`config.mk`:
```
export PLATFORM = sky130hd
export DESIGN_NAME = supply_rail_monitor_trip_core
export DESIGN_NICKNAME = d
export VERILOG_FILES = /design/src/rtl/core/srm_pkg.sv /design/src/rtl/core/supply_rail_monitor_trip_core.sv /design/src/rtl/core/srm_cfg_regs.sv /design/src/rtl/core/srm_window.sv /design/src/rtl/core/srm_scale.sv /design/src/rtl/core/srm_trip.sv
export VERILOG_INCLUDE_DIRS = /design/src /design/src/rtl/core
export SDC_FILE = /design/constraint.sdc
export NUM_CORES = 2
export LEC_CHECK = 0
export CAP_MARGIN = 20
export CORE_MARGIN = 3
export CORE_UTILIZATION = 55
export DETAILED_ROUTE_END_ITERATION = 16
export DONT_BUFFER_PORTS = 1
export PLACE_DENSITY_LB_ADDON = 0.25
export REMOVE_ABC_BUFFERS = 1
export SYNTH_ARGS = -nofsm -noshare
export SYNTH_HDL_FRONTEND = slang
export SYNTH_SLANG_ARGS = --single-unit
export TNS_END_PERCENT = 1
```
`constraint.sdc`:
```
create_clock -name clk -period 7.2 [get_ports clk]
set_input_delay 1.08 -clock clk [delete_from_list [all_inputs] [get_ports clk]]
set_output_delay 1.08 -clock clk [all_outputs]
set_load 0.02 [all_outputs]
```
`src/rtl/core/supply_rail_monitor_trip_core_defines.svh`:
```
// Assertion macros shared by the supply rail monitor RTL.
// No dependencies; pulled in by the top level.
`ifndef SUPPLY_RAIL_MONITOR_TRIP_CORE_DEFINES_SVH
`define SUPPLY_RAIL_MONITOR_TRIP_CORE_DEFINES_SVH

// same-cycle implication, disabled during reset
`define SRM_ASSERT_IMPLY(lbl, clk, rst_n, ante, cons) \
  lbl: assert property (@(posedge clk) disable iff (!rst_n) (ante) |-> (cons)) \
    else $error("srm: same-cycle rule violated");

// next-cycle implication, disabled during reset
`define SRM_ASSERT_NEXT(lbl, clk, rst_n, ante, cons) \
  lbl: assert property (@(posedge clk) disable iff (!rst_n) (ante) |=> (cons)) \
    else $error("srm: next-cycle rule violated");

`endif

```
`src/rtl/core/srm_pkg.sv`:
```
// Shared types, widths and scaling constants for the supply rail monitor.
// No dependencies; used by every module under rtl/core.
`timescale 1ns / 1ps

package srm_pkg;

  localparam int WINDOW_DEPTH_DEF = 10;
  localparam int SAMPLE_BITS_DEF  = 12;

  localparam int NUM_CH   = 5;
  localparam int CH_W     = 3;
  localparam int SAMPLE_W = 12;
  localparam int SUM_W    = 16;
  localparam int AVG_W    = 16;
  localparam int LIMIT_W  = 16;
  localparam int CHECKS_W = 8;

  // APB side
  localparam int ADDR_W = 5;
  localparam int DATA_W = 32;

  // average = sum * recip >> AVG_SHIFT, exact for any 16-bit sum and depth <= 32
  localparam int AVG_SHIFT   = 21;
  localparam int AVG_RECIP_W = AVG_SHIFT + 1;
  localparam int AVG_PROD_W  = SUM_W + AVG_RECIP_W;

  // 25 V: avg * 67925 / 9216 = ((avg * 67925) >> 10) / 9
  localparam int V25_MUL       = 67925;
  localparam int V25_MUL_W     = 17;
  localparam int V25_PRE_SHIFT = 10;
  localparam int V25_DIV       = 9216 / 1024;
  localparam int P25_W         = AVG_W + V25_MUL_W;
  localparam int Q25_W         = P25_W - V25_PRE_SHIFT;
  localparam int DIV_SHIFT     = 27;
  localparam int DIV_RECIP     = (2 ** DIV_SHIFT + V25_DIV - 1) / V25_DIV;
  localparam int DIV_RECIP_W   = 24;
  localparam int DIV_PROD_W    = Q25_W + DIV_RECIP_W;

  localparam int V12_MUL   = 3575;
  localparam int V12_SHIFT = 10;
  localparam int V12_P_W   = AVG_W + 12;
  localparam int V12_W     = V12_P_W - V12_SHIFT;

  localparam int V5_MUL   = 715;
  localparam int V5_SHIFT = 9;
  localparam int V5_P_W   = AVG_W + 10;
  localparam int V5_W     = V5_P_W - V5_SHIFT;

  localparam int CUR_MUL   = 165;
  localparam int CUR_SHIFT = 7;
  localparam int CUR_P_W   = AVG_W + 8;
  localparam int CUR_W     = CUR_P_W - CUR_SHIFT;

  // result field widths
  localparam int VOLT25_W  = 15;
  localparam int VOLT12_W  = 14;
  localparam int VOLT5_W   = 13;
  localparam int CURR_W    = 13;
  localparam int OUT_DATA_W = 72;
  localparam int IN_DATA_W  = 16;
  localparam int IN_USER_W  = 4;

  typedef enum logic {
    CMD_SAMPLE = 1'b0,
    CMD_CHECK  = 1'b1
  } cmd_t;

  typedef enum logic [2:0] {
    REG_HIGH_12V  = 3'd0,
    REG_LOW_12V   = 3'd1,
    REG_MAX_12V_I = 3'd2,
    REG_HIGH_5V   = 3'd3,
    REG_LOW_5V    = 3'd4,
    REG_MAX_5V_I  = 3'd5,
    REG_OC_CHECKS = 3'd6
  } reg_idx_t;

  typedef struct packed {
    logic [LIMIT_W-1:0]  high_12v;
    logic [LIMIT_W-1:0]  low_12v;
    logic [LIMIT_W-1:0]  max_12v_i;
    logic [LIMIT_W-1:0]  high_5v;
    logic [LIMIT_W-1:0]  low_5v;
    logic [LIMIT_W-1:0]  max_5v_i;
    logic [CHECKS_W-1:0] oc_checks;
  } cfg_t;

  typedef struct packed {
    logic [Q25_W-1:0] q25;
    logic [V12_W-1:0] v12;
    logic [V5_W-1:0]  v5;
    logic [CUR_W-1:0] i12;
    logic [CUR_W-1:0] i5;
  } scaled_t;

  typedef struct packed {
    logic [VOLT25_W-1:0] volt_25;
    logic [VOLT12_W-1:0] volt_12;
    logic [VOLT5_W-1:0]  volt_5;
    logic [CURR_W-1:0]   curr_12;
    logic [CURR_W-1:0]   curr_5;
    logic                trip_12v;
    logic                trip_5v;
  } result_t;

endpackage

```
`src/rtl/core/supply_rail_monitor_trip_core.sv`:
```
// Top level of the supply rail monitor: window sums, scaler, trip logic, registers.
// Depends on srm_pkg, srm_cfg_regs, srm_window, srm_scale, srm_trip and the defines header.
//
//   port group  dir     word contents
//   in_*        slave   tdata: sample; tuser: cmd, channel
//   out_*       master  tdata: volt_25, volt_12, volt_5, curr_12, curr_5, trip_12v, trip_5v
//   cfg_*       APB     seven limit registers at byte offsets 0x00..0x18
//
// One word per cycle on the input while no check waits; sample words finish in the input register.
// A check word passes the input, average, scale and result registers in turn to reach out_*.
// Synchronous reset (rst_n low) clears sample lines, sums, run count, valid flags; registers get defaults.
// Each stage holds while the next is full; bubbles close up, so input is taken while a result waits.
`timescale 1ns / 1ps
`include "supply_rail_monitor_trip_core_defines.svh"

module supply_rail_monitor_trip_core #(
  parameter int WINDOW_DEPTH = srm_pkg::WINDOW_DEPTH_DEF,
  parameter int SAMPLE_BITS  = srm_pkg::SAMPLE_BITS_DEF
) (
  input  logic                             clk,
  input  logic                             rst_n,
  input  logic                             in_tvalid,
  output logic                             in_tready,
  input  logic [srm_pkg::IN_DATA_W-1:0]    in_tdata,   // [11:0] sample, rest zero
  input  logic [srm_pkg::IN_USER_W-1:0]    in_tuser,   // [0] cmd, [3:1] channel
  output logic                             out_tvalid,
  input  logic                             out_tready,
  // [14:0] volt_25, [28:15] volt_12, [41:29] volt_5, [54:42] curr_12,
  // [67:55] curr_5, [68] trip_12v, [69] trip_5v, [71:70] zero
  output logic [srm_pkg::OUT_DATA_W-1:0]   out_tdata,
  input  logic                             cfg_psel,
  input  logic                             cfg_penable,
  input  logic                             cfg_pwrite,
  input  logic [srm_pkg::ADDR_W-1:0]       cfg_paddr,
  input  logic [srm_pkg::DATA_W-1:0]       cfg_pwdata,
  output logic [srm_pkg::DATA_W-1:0]       cfg_prdata,
  output logic                             cfg_pready
);

  srm_pkg::cfg_t                                    cfg;
  logic                                             chk_valid;
  logic                                             chk_ready;
  logic [srm_pkg::NUM_CH-1:0][srm_pkg::SUM_W-1:0]   chk_sum;
  logic                                             scl_valid;
  logic                                             scl_ready;
  srm_pkg::scaled_t                                 scl;
  srm_pkg::result_t                                 res;

  srm_cfg_regs u_cfg (
    .clk     (clk),
    .rst_n   (rst_n),
    .psel    (cfg_psel),
    .penable (cfg_penable),
    .pwrite  (cfg_pwrite),
    .paddr   (cfg_paddr),
    .pwdata  (cfg_pwdata),
    .prdata  (cfg_prdata),
    .pready  (cfg_pready),
    .cfg     (cfg)
  );

  srm_window #(
    .WINDOW_DEPTH (WINDOW_DEPTH),
    .SAMPLE_BITS  (SAMPLE_BITS)
  ) u_window (
    .clk        (clk),
    .rst_n      (rst_n),
    .in_valid   (in_tvalid),
    .in_ready   (in_tready),
    .in_cmd     (srm_pkg::cmd_t'(in_tuser[0])),
    .in_channel (in_tuser[srm_pkg::CH_W:1]),
    .in_sample  (in_tdata[srm_pkg::SAMPLE_W-1:0]),
    .chk_valid  (chk_valid),
    .chk_ready  (chk_ready),
    .chk_sum    (chk_sum)
  );

  srm_scale #(
    .WINDOW_DEPTH (WINDOW_DEPTH)
  ) u_scale (
    .clk       (clk),
    .rst_n     (rst_n),
    .chk_valid (chk_valid),
    .chk_ready (chk_ready),
    .chk_sum   (chk_sum),
    .scl_valid (scl_valid),
    .scl_ready (scl_ready),
    .scl       (scl)
  );

  srm_trip u_trip (
    .clk       (clk),
    .rst_n     (rst_n),
    .cfg       (cfg),
    .scl_valid (scl_valid),
    .scl_ready (scl_ready),
    .scl       (scl),
    .res_valid (out_tvalid),
    .res_ready (out_tready),
    .res       (res)
  );

  assign out_tdata = {2'b00, res.trip_5v, res.trip_12v, res.curr_5, res.curr_12,
                      res.volt_5, res.volt_12, res.volt_25};

  // an empty result register must let the whole pipe, and the input, move
  `SRM_ASSERT_IMPLY(a_idle_out_takes_input, clk, rst_n, !out_tvalid, in_tready)
  // a word leaving the scaler lands in the result register
  `SRM_ASSERT_NEXT(a_scaled_reaches_out, clk, rst_n, scl_valid && scl_ready, out_tvalid)
  // a check held in the input register stays until the scaler takes it
  `SRM_ASSERT_NEXT(a_check_held, clk, rst_n, chk_valid && !chk_ready, chk_valid)

endmodule

```
`src/rtl/core/srm_cfg_regs.sv`:
```
// APB-style register file holding the rail limits and the overcurrent run length.
// Depends on srm_pkg.
`timescale 1ns / 1ps

module srm_cfg_regs (
  input  logic                         clk,
  input  logic                         rst_n,
  input  logic                         psel,
  input  logic                         penable,
  input  logic                         pwrite,
  input  logic [srm_pkg::ADDR_W-1:0]   paddr,
  input  logic [srm_pkg::DATA_W-1:0]   pwdata,
  output logic [srm_pkg::DATA_W-1:0]   prdata,
  output logic                         pready,
  output srm_pkg::cfg_t                cfg
);

  srm_pkg::cfg_t     cfg_r;
  srm_pkg::reg_idx_t idx;
  logic              wr_en;

  assign pready = 1'b1;
  assign idx    = srm_pkg::reg_idx_t'(paddr[srm_pkg::ADDR_W-1:2]);
  assign wr_en  = psel && penable && pwrite && pready;
  assign cfg    = cfg_r;

  always_ff @(posedge clk) begin
    if (!rst_n) begin
      cfg_r.high_12v  <= 16'd13530;
      cfg_r.low_12v   <= 16'd11070;
      cfg_r.max_12v_i <= 16'd7000;
      cfg_r.high_5v   <= 16'd6600;
      cfg_r.low_5v    <= 16'd4800;
      cfg_r.max_5v_i  <= 16'd1000;
      cfg_r.oc_checks <= 8'd3;
    end else if (wr_en) begin
      case (idx)
        srm_pkg::REG_HIGH_12V:  cfg_r.high_12v  <= pwdata[srm_pkg::LIMIT_W-1:0];
        srm_pkg::REG_LOW_12V:   cfg_r.low_12v   <= pwdata[srm_pkg::LIMIT_W-1:0];
        srm_pkg::REG_MAX_12V_I: cfg_r.max_12v_i <= pwdata[srm_pkg::LIMIT_W-1:0];
        srm_pkg::REG_HIGH_5V:   cfg_r.high_5v   <= pwdata[srm_pkg::LIMIT_W-1:0];
        srm_pkg::REG_LOW_5V:    cfg_r.low_5v    <= pwdata[srm_pkg::LIMIT_W-1:0];
        srm_pkg::REG_MAX_5V_I:  cfg_r.max_5v_i  <= pwdata[srm_pkg::LIMIT_W-1:0];
        srm_pkg::REG_OC_CHECKS: cfg_r.oc_checks <= pwdata[srm_pkg::CHECKS_W-1:0];
        default: begin
          // unmapped address: drop the write
        end
      endcase
    end
  end

  always_comb begin
    case (idx)
      srm_pkg::REG_HIGH_12V:  prdata = srm_pkg::DATA_W'(cfg_r.high_12v);
      srm_pkg::REG_LOW_12V:   prdata = srm_pkg::DATA_W'(cfg_r.low_12v);
      srm_pkg::REG_MAX_12V_I: prdata = srm_pkg::DATA_W'(cfg_r.max_12v_i);
      srm_pkg::REG_HIGH_5V:   prdata = srm_pkg::DATA_W'(cfg_r.high_5v);
      srm_pkg::REG_LOW_5V:    prdata = srm_pkg::DATA_W'(cfg_r.low_5v);
      srm_pkg::REG_MAX_5V_I:  prdata = srm_pkg::DATA_W'(cfg_r.max_5v_i);
      srm_pkg::REG_OC_CHECKS: prdata = srm_pkg::DATA_W'(cfg_r.oc_checks);
      default:                prdata = '0;
    endcase
  end

endmodule

```
`src/rtl/core/srm_window.sv`:
```
// Input register, per-channel sample shift lines and running window sums.
// Depends on srm_pkg.
`timescale 1ns / 1ps

module srm_window #(
  parameter int WINDOW_DEPTH = srm_pkg::WINDOW_DEPTH_DEF,
  parameter int SAMPLE_BITS  = srm_pkg::SAMPLE_BITS_DEF
) (
  input  logic                                             clk,
  input  logic                                             rst_n,
  input  logic                                             in_valid,
  output logic                                             in_ready,
  input  srm_pkg::cmd_t                                    in_cmd,
  input  logic [srm_pkg::CH_W-1:0]                         in_channel,
  input  logic [srm_pkg::SAMPLE_W-1:0]                     in_sample,
  output logic                                             chk_valid,
  input  logic                                             chk_ready,
  output logic [srm_pkg::NUM_CH-1:0][srm_pkg::SUM_W-1:0]   chk_sum
);

  logic                       word_vld_r;
  srm_pkg::cmd_t              cmd_r;
  logic [srm_pkg::CH_W-1:0]   ch_r;
  logic [SAMPLE_BITS-1:0]     smp_r;
  logic                       leave;
  logic                       store;

  // a sample word never stalls in the input register; a check waits for the scaler
  assign leave     = word_vld_r && ((cmd_r == srm_pkg::CMD_SAMPLE) || chk_ready);
  assign in_ready  = !word_vld_r || leave;
  assign chk_valid = word_vld_r && (cmd_r == srm_pkg::CMD_CHECK);
  assign store     = word_vld_r && (cmd_r == srm_pkg::CMD_SAMPLE);

  always_ff @(posedge clk) begin
    if (!rst_n) begin
      word_vld_r <= 1'b0;
    end else if (in_ready) begin
      word_vld_r <= in_valid;
    end
  end

  always_ff @(posedge clk) begin
    if (in_valid && in_ready) begin
      cmd_r <= in_cmd;
      ch_r  <= in_channel;
      smp_r <= in_sample[SAMPLE_BITS-1:0];
    end
  end

  for (genvar c = 0; c < srm_pkg::NUM_CH; c++) begin : g_ch
    logic [WINDOW_DEPTH-1:0][SAMPLE_BITS-1:0] line_r;
    logic [srm_pkg::SUM_W-1:0]                sum_r;
    logic [srm_pkg::SUM_W-1:0]                sum_nxt;
    logic                                     hit;

    assign hit     = store && (ch_r == srm_pkg::CH_W'(c));
    // oldest sample falls off the end of the line and out of the sum
    assign sum_nxt = sum_r - srm_pkg::SUM_W'(line_r[WINDOW_DEPTH-1])
                     + srm_pkg::SUM_W'(smp_r);
    assign chk_sum[c] = sum_r;

    always_ff @(posedge clk) begin
      if (!rst_n) begin
        line_r <= '0;
        sum_r  <= '0;
      end else if (hit) begin
        line_r[0] <= smp_r;
        for (int k = 1; k < WINDOW_DEPTH; k++) begin
          line_r[k] <= line_r[k-1];
        end
        sum_r <= sum_nxt;
      end
    end
  end

endmodule

```
`src/rtl/core/srm_scale.sv`:
```
// Two-stage scaler: window average by reciprocal, then fixed-ratio scaling.
// Depends on srm_pkg.
`timescale 1ns / 1ps

module srm_scale #(
  parameter int WINDOW_DEPTH = srm_pkg::WINDOW_DEPTH_DEF
) (
  input  logic                                             clk,
  input  logic                                             rst_n,
  input  logic                                             chk_valid,
  output logic                                             chk_ready,
  input  logic [srm_pkg::NUM_CH-1:0][srm_pkg::SUM_W-1:0]   chk_sum,
  output logic                                             scl_valid,
  input  logic                                             scl_ready,
  output srm_pkg::scaled_t                                 scl
);

  localparam logic [srm_pkg::AVG_RECIP_W-1:0] AvgRecip =
    srm_pkg::AVG_RECIP_W'((2 ** srm_pkg::AVG_SHIFT + WINDOW_DEPTH - 1) / WINDOW_DEPTH);

  logic                                               avg_vld_r;
  logic [srm_pkg::NUM_CH-1:0][srm_pkg::AVG_W-1:0]     avg_r;
  logic [srm_pkg::NUM_CH-1:0][srm_pkg::AVG_W-1:0]     avg_nxt;
  logic                                               scl_vld_r;
  srm_pkg::scaled_t                                   scl_r;
  srm_pkg::scaled_t                                   scl_nxt;
  logic                                               c_rdy;

  assign c_rdy     = !scl_vld_r || scl_ready;
  assign chk_ready = !avg_vld_r || c_rdy;
  assign scl_valid = scl_vld_r;
  assign scl       = scl_r;

  always_comb begin
    logic [srm_pkg::AVG_PROD_W-1:0] prod;
    prod = '0;
    for (int c = 0; c < srm_pkg::NUM_CH; c++) begin
      prod       = srm_pkg::AVG_PROD_W'(chk_sum[c]) * srm_pkg::AVG_PROD_W'(AvgRecip);
      avg_nxt[c] = prod[srm_pkg::AVG_SHIFT +: srm_pkg::AVG_W];
    end
  end

  always_comb begin
    logic [srm_pkg::P25_W-1:0]   p25;
    logic [srm_pkg::V12_P_W-1:0] p12;
    logic [srm_pkg::V5_P_W-1:0]  p5;
    logic [srm_pkg::CUR_P_W-1:0] pi12;
    logic [srm_pkg::CUR_P_W-1:0] pi5;
    p25  = srm_pkg::P25_W'(avg_r[0]) * srm_pkg::P25_W'(srm_pkg::V25_MUL);
    p12  = srm_pkg::V12_P_W'(avg_r[1]) * srm_pkg::V12_P_W'(srm_pkg::V12_MUL);
    p5   = srm_pkg::V5_P_W'(avg_r[2]) * srm_pkg::V5_P_W'(srm_pkg::V5_MUL);
    pi12 = srm_pkg::CUR_P_W'(avg_r[3]) * srm_pkg::CUR_P_W'(srm_pkg::CUR_MUL);
    pi5  = srm_pkg::CUR_P_W'(avg_r[4]) * srm_pkg::CUR_P_W'(srm_pkg::CUR_MUL);
    // 25 V keeps its divide by nine for the next stage
    scl_nxt.q25 = p25[srm_pkg::V25_PRE_SHIFT +: srm_pkg::Q25_W];
    scl_nxt.v12 = p12[srm_pkg::V12_SHIFT +: srm_pkg::V12_W];
    scl_nxt.v5  = p5[srm_pkg::V5_SHIFT +: srm_pkg::V5_W];
    scl_nxt.i12 = pi12[srm_pkg::CUR_SHIFT +: srm_pkg::CUR_W];
    scl_nxt.i5  = pi5[srm_pkg::CUR_SHIFT +: srm_pkg::CUR_W];
  end

  always_ff @(posedge clk) begin
    if (!rst_n) begin
      avg_vld_r <= 1'b0;
      scl_vld_r <= 1'b0;
    end else begin
      if (chk_ready) begin
        avg_vld_r <= chk_valid;
      end
      if (c_rdy) begin
        scl_vld_r <= avg_vld_r;
      end
    end
  end

  always_ff @(posedge clk) begin
    if (chk_valid && chk_ready) begin
      avg_r <= avg_nxt;
    end
    if (avg_vld_r && c_rdy) begin
      scl_r <= scl_nxt;
    end
  end

endmodule

```
`src/rtl/core/srm_trip.sv`:
```
// Trip decisions, overcurrent run counter and the result register.
// Depends on srm_pkg.
`timescale 1ns / 1ps

module srm_trip (
  input  logic              clk,
  input  logic              rst_n,
  input  srm_pkg::cfg_t     cfg,
  input  logic              scl_valid,
  output logic              scl_ready,
  input  srm_pkg::scaled_t  scl,
  output logic              res_valid,
  input  logic              res_ready,
  output srm_pkg::result_t  res
);

  logic                            res_vld_r;
  srm_pkg::result_t                res_r;
  srm_pkg::result_t                res_nxt;
  logic [srm_pkg::CHECKS_W-1:0]    run_r;
  logic [srm_pkg::CHECKS_W-1:0]    run_nxt;
  logic                            take;

  assign scl_ready = !res_vld_r || res_ready;
  assign take      = scl_valid && scl_ready;
  assign res_valid = res_vld_r;
  assign res       = res_r;

  always_comb begin
    logic [srm_pkg::DIV_PROD_W-1:0] p25;
    logic                           v12_bad;
    logic                           v5_bad;
    logic                           i5_over;
    logic [srm_pkg::CHECKS_W-1:0]   run_inc;
    p25 = srm_pkg::DIV_PROD_W'(scl.q25) * srm_pkg::DIV_PROD_W'(srm_pkg::DIV_RECIP);
    v12_bad = (scl.v12 > srm_pkg::V12_W'(cfg.high_12v)) ||
              (scl.v12 < srm_pkg::V12_W'(cfg.low_12v)) ||
              (scl.i12 > srm_pkg::CUR_W'(cfg.max_12v_i));
    v5_bad  = (scl.v5 > srm_pkg::V5_W'(cfg.high_5v)) ||
              (scl.v5 < srm_pkg::V5_W'(cfg.low_5v));
    i5_over = scl.i5 > srm_pkg::CUR_W'(cfg.max_5v_i);
    run_inc = run_r + 8'd1;

    res_nxt.volt_25  = p25[srm_pkg::DIV_SHIFT +: srm_pkg::VOLT25_W];
    res_nxt.volt_12  = scl.v12[srm_pkg::VOLT12_W-1:0];
    res_nxt.volt_5   = scl.v5[srm_pkg::VOLT5_W-1:0];
    res_nxt.curr_12  = scl.i12[srm_pkg::CURR_W-1:0];
    res_nxt.curr_5   = scl.i5[srm_pkg::CURR_W-1:0];
    res_nxt.trip_12v = v12_bad;

    // 5 V: voltage fault wins; an over-limit current counts toward a run, tripping once it reaches oc_checks
    if (v5_bad) begin
      res_nxt.trip_5v = 1'b1;
      run_nxt         = '0;
    end else if (i5_over) begin
      if (run_inc >= cfg.oc_checks) begin
        res_nxt.trip_5v = 1'b1;
        run_nxt         = '0;
      end else begin
        res_nxt.trip_5v = 1'b0;
        run_nxt         = run_inc;
      end
    end else begin
      res_nxt.trip_5v = 1'b0;
      run_nxt         = '0;
    end
  end

  always_ff @(posedge clk) begin
    if (!rst_n) begin
      res_vld_r <= 1'b0;
      run_r     <= '0;
    end else begin
      if (scl_ready) begin
        res_vld_r <= scl_valid;
      end
      if (take) begin
        run_r <= run_nxt;
      end
    end
  end

  always_ff @(posedge clk) begin
    if (take) begin
      res_r <= res_nxt;
    end
  end

endmodule

```
-- After elaboration in Yosys (flattened, before gate mapping)
Index checks and enable logic that the tools add are counted.
- bitwise logic cells: 1
- $lt $le $gt $ge: 7
- div/mod/pow operators: 0
- $add $sub $neg: 11
- multipliers: 11
- multiplexer cells: 6
- shifts and indexed selects: 0
- reductions and logical operators: 35
- eq/ne operators: 10
- operator list (kind ; count):
    multiplier 16 x 16 -> 32 bit, second input constant ; 5
    case mux 16 bit (7 select lines) ; 1
    adder 16 x 12 -> 16 bit ; 5
    subtractor 16 x 12 -> 16 bit ; 5
    greater-than comparator 17 x 16 -> 1 bit ; 3
    multiplier 13 x 8 -> 21 bit, second input constant ; 2
    multiplier 23 x 24 -> 42 bit, second input constant ; 1
    multiplier 13 x 17 -> 30 bit, second input constant ; 1
    multiplier 13 x 12 -> 25 bit, second input constant ; 1
    2-to-1 mux 8 bit ; 3
    multiplier 13 x 10 -> 23 bit, second input constant ; 1
    greater-than comparator 18 x 16 -> 1 bit ; 1
    < comparator 18 x 16 -> 1 bit ; 1
    < comparator 17 x 16 -> 1 bit ; 1
    logical AND 1 bit ; 14
    AND reduction 2 bit ; 7
    == test 3 x 2 -> 1 bit, second input constant ; 4
    == test 3 bit, second input constant ; 4
    adder 8 x 1 -> 8 bit, second input constant ; 1
    greater-or-equal comparator 8 bit ; 1
    logical OR 1 bit ; 8
    == test 3 x 1 -> 1 bit, second input constant ; 2
    logical NOT 3 bit ; 2
    logical NOT 1 bit ; 4
    2 further kinds ; 3
- input port bits: 64
- flip-flop bits (word level): 1039
- output and inout port bits: 107
- memory bits (writable): 0
- word-level logic and storage cells: 168
- memory bits (read-only): 0
- memories: 0
- latch bits: 0

-- Depth between registers and ports, before layout
- depth in word-level cells: 8
- gate-level depth with buffers: 24
- mapped depth without buffers: 24

-- By module
From an unflattened synthesis, not the netlist that was laid out.
- cell total of the unflattened synthesis: 9179
- area total of the unflattened synthesis: 84030.6 um^2
- by module, submodules not included (module ; seq. area each (um^2) ; cells each ; area each (um^2) ; instances):
    srm_scale ; 4304.1 ; 3681 ; 37516.0 ; 1
    srm_window ; 14113.5 ; 3695 ; 28994.1 ; 1
    srm_trip ; 2282.2 ; 1262 ; 12488.2 ; 1
    srm_cfg_regs ; 2082.0 ; 538 ; 5013.6 ; 1
    supply_rail_monitor_trip_core ; 0.0 ; 3 ; 18.8 ; 1

-- Least setup slack after synthesis
Ideal clock, no wire load.
- kind: in2reg
- start: input port out_tready
- end: register u_scale.scl_r, in the netlist u_scale.scl[0] (enable)
- required time: 6.570 ns
- setup time: 0.630 ns
- arrival: 6.768 ns
- setup slack: -0.198 ns
- stages: 2
- cell sequence: nor2b_1 > a21boi_0
- word-level cells in the longest chain between the ends: 3
- RTL lines (item ; line ; text):
    start: declaration ; supply_rail_monitor_trip_core.sv:27 ; input logic out_tready,
    logical OR 1 bit ; srm_trip.sv:24 ; assign scl_ready = !res_vld_r || res_ready;
    logical OR 1 bit ; srm_scale.sv:29 ; assign c_rdy = !scl_vld_r || scl_ready;
    logical AND 1 bit ; srm_scale.sv:80 ; if (avg_vld_r && c_rdy) begin
    end signal: assignment ; srm_scale.sv:81 ; scl_r <= scl_nxt;
    end: declaration ; srm_scale.sv:25 ; srm_pkg::scaled_t scl_r;
Every way passes these cells.
A chain may end at the register's enable or synchronous reset.

==> results by group <==
Drt
  – Via count: between 50000 and 60000
  – Starting DRT DRC Count: approximately 3300
  – Final wirelength: 176 mm
  – Vias per std cell: 5.30
  – Drt first pass iters: 7
  – Post-DRT Antenna Nets: 0
  – WL/cell: 16.7 µm
  – DRC violations left: 0

GRT
  – First-pass GRT wire length: 291 mm
  – Grt total ovfl: 0
  – Initial antenna violation count: 0
  – Global Route Usage Sum: 23.6%
  – Largest net degree at the start of global routing: 201
  – Vias in the first global route: 56400

Critical path
  – Critical Path RT: ~7.7 ns
  – Worst path slowest cell: fa_1
  – Crit path capture type: flop
  – Max incr delay on CP: 0.58 ns
  – Critical-path cell list: fa_1 > ha_1 > inv_1 > fa_1 > inv_1 > fa_1 > fa_1 > inv_1 > fa_1 > fa_1 > inv_1 > ha_1 > a21oi_1 > o2111ai_1 > a21oi_1 > o21ai_0 > nor2_2 > o21ai_0 > a21o_1 > a21o_2 > a21oi_1 > xnor2_1
  – Most frequent CP cell: fa_1
  – Setup CP Type: reg -> reg
  – Reg2Reg Depth: 22
  – CP startpoint kind: flop
  – Arr. time, crit path: about 7.3 ns
  – Worst Path Max Fanout: 6

Power and ir drop
  – Leak Pwr: 0.0410 µW
  – Pwr/cell area: 235 mW/mm²
  – Max IR drop VDD: 0.000471 V

Die
  – Io pins: 171
  – Core area: 0.144 mm²
  – Row Count: between 100 and 150
  – DIE HEIGHT: 388 µm
  – Die Wd: 388 µm
  – Initial core utilization: 55.7%
  – Die ar.: 0.151 mm²

Min path
  – Hold Path Stages: 2
  – Hold Crit Class: reg -> reg

STA
  – Clock skew: 0.0575 ns
  – Least-Margin Pin Slew: 1.08 ns
  – Minimum clock period: 6.88 ns
  – Post-route clock period utilization: 95.6%
  – Max Freq: 0.145 GHz
  – Final Hold Viols: 0
  – # setup viols final: 0
  – RSZ-0062 raised after global routing: no
  – Final-report max-slew violation count: 0
  – Rel. slew slack: 27.9%
  – Worst Hold Margin: 0.437 ns

Placed design
  – Post-place instance area: about 0.082 mm²
  – DP Wirelength: 135 mm
  – Gpl congestion: about 0.93
  – Buffers on Ports: 0

Final layout
  – Post-route cell area: 0.0858 mm²
  – Layout cell share with drive strength beyond 1: 3.04%
  – Commonest non-fill, non-tap cells in the layout: inv_1 (1573), nand2_1 (1571), ha_1 (1313)
  – Ant diodes: 0
  – Area growth syn-to-layout: 6.72%
  – Most common cell after layout, fill and taps aside: inv_1
  – Fill count: approximately 13000
  – Final core occ: 59.5%
  – Final net count: between 10000 and 15000

Synthesis
  – Synth top area share: 20.4%
  – Avg Inst Size Synth: 9.27 µm²
  – Netlist cell types: 86
  – Gate Count Post-Synth: 8676
  – Adder-cell share of the synthesized area: 39.6%
  – Top post-synthesis cells by area: ha_1 (20%), dfxtp_1 (20%), fa_1 (19%)
  – Cell area after synthesis: 0.0804 mm²
  – Register area share after synthesis: 28.3%
  – Main combinational cell family by area after synthesis: adder cells
  – Compound-gate portion of the synthesized area: 9.85%
  – Post-Synth Simple-Gate Area: 10.7%
  – Warnings from Yosys: 0
  – Async S/R FF share, synth: 0%
  – Post-synth EDFFs: 228
  – Post-Synth XOR/XNOR Area: 2.27%
  – Mux contribution to synthesized area: 0.476%
  – Ys flop type: dfxtp_1
  – Yosys top cell by area: ha_1
  – Synth Register Bits: a little over 1000

Run status
  – Status: completed

Clock network
  – Clock root buffer: clkbuf_16
  – Post-CTS Repair Setup Buffers: 0
  – Clock Latency Late Sink: 0.73 ns
  – CTS Buf Count: 111
  – Sink Count: 1024
  – Clk pin slew, worst setup/hold paths: 0.06 ns
  – CTS max path bufs: 3
  – H-Tree Level Count: 3
  – Post-CTS Hold Buffers: 0
  – CTS tree: built
  – Post_cts resized: 0

Run
  – Max Cap Viol: 0
-- routing by layer --
layer  track usage, %  share of wire, %  up-vias
li1                 -                 -    27700
met1             32.9                47    26900
met2             38.8                46      984
met3             3.33               5.0      219
met4             5.57               2.1        0
met5                0                 0        -
-- state kept, by name, indices dropped and copies added, names as in the netlist, 3 cells and up --
register,flops
u_window.g_ch.sum_r,80
u_window.ch_r,3
u_cfg.cfg,104
u_window.smp_r,12
u_trip.run_r,8
u_scale.scl,77
u_trip.res,70
u_window.g_ch.line_r,600
u_scale.avg_r,65
-- worst paths after layout --
kind | slack, ns | end | start
worst min register to register | 0.44 | u_window.g_ch[4].line_r[41] | u_window.g_ch[4].line_r[29]
worst max register to register | 0.32 | u_trip.res[62] | u_scale.scl[72]
worst max-delay path | 0.32 | u_trip.res[62] | u_scale.scl[72]
worst min-delay path | 0.44 | u_window.g_ch[4].line_r[41] | u_window.g_ch[4].line_r[29]
-- cells in the mapped netlist, drive strengths merged (14+ instances only) --
| master | number |
|---|---|
| nand2 | 1572 |
| a211oi | 21 |
| xor2 | 56 |
| xnor2 | 152 |
| buf | 33 |
| nand4 | 30 |
| nor2 | 188 |
| or3 | 14 |
| nor3 | 67 |
| nand2b | 22 |
| ha | 1313 |
| clkbuf | 256 |
| dfxtp | 796 |
| edfxtp | 228 |
| nand3 | 74 |
| o21bai | 14 |
| a21o | 86 |
| o21a | 40 |
| fa | 769 |
| inv | 1573 |
| mux2i | 27 |
| o211ai | 52 |
| nor2b | 57 |
| and3 | 20 |
| o21ai | 114 |
| a21oi | 892 |
| a31oi | 18 |
| or2 | 16 |
-- cells by family after synthesis --
family	Yosys count
and+or+nand+nor	2098
muxes	33
adders and majority gates	2082
other	2
DFF	1024
xor gates and xnor gates	208
AOI/OAI and AO/OA	1366
buffers and inverters	1863
-- power breakdown --
part / switching, µW / total (µW) / internal [µW] / leakage, µW
registers: 177 / 6420 / 6240 / 0.00851
logic: 4630 / 8070 / 3440 / 0.0307
clock network: 2410 / 5720 / 3300 / 0.00179
-- stage by stage --
stage	setup WS (ns)	total power (µW)	std cells	setup TNS [ns]
final	0.319	20200	10500	0
after global routing	0.0468	21800	10500	0
after CTS	0.211	20400	10500	0
after detailed placement	0.261	14600	10300	0
after global placement	0.436	14300	10300	0
after floorplan	-7.32	12600	8404	-4301.31
-- critical path, delay by kind of cell (launching register included) --
kind,cells,cell delay (ns)
fa+ha+maj,8,3.68
flops,1,0.52
compound gates,8,1.79
buf+inv,4,0.25
xor+xnor,1,0.09
simple gates,1,0.26
-- cell type report --
| type | instances | area [µm²] | share of cell area [%] |
|---|---|---|---|
| clock buffers | 160 | 3180 | 3.71 |
| clock inverters | 42 | 518 | 0.604 |
| inverters | 1574 | 5920 | 6.89 |
| multi-input cells | 5806 | 50800 | 59.1 |
| flip-flops and latches | 1024 | 22800 | 26.5 |
| well taps | 1903 | 2380 | 2.77 |
| repair buffers | 32 | 285 | 0.332 |
(Power assumes the default switching activity.)
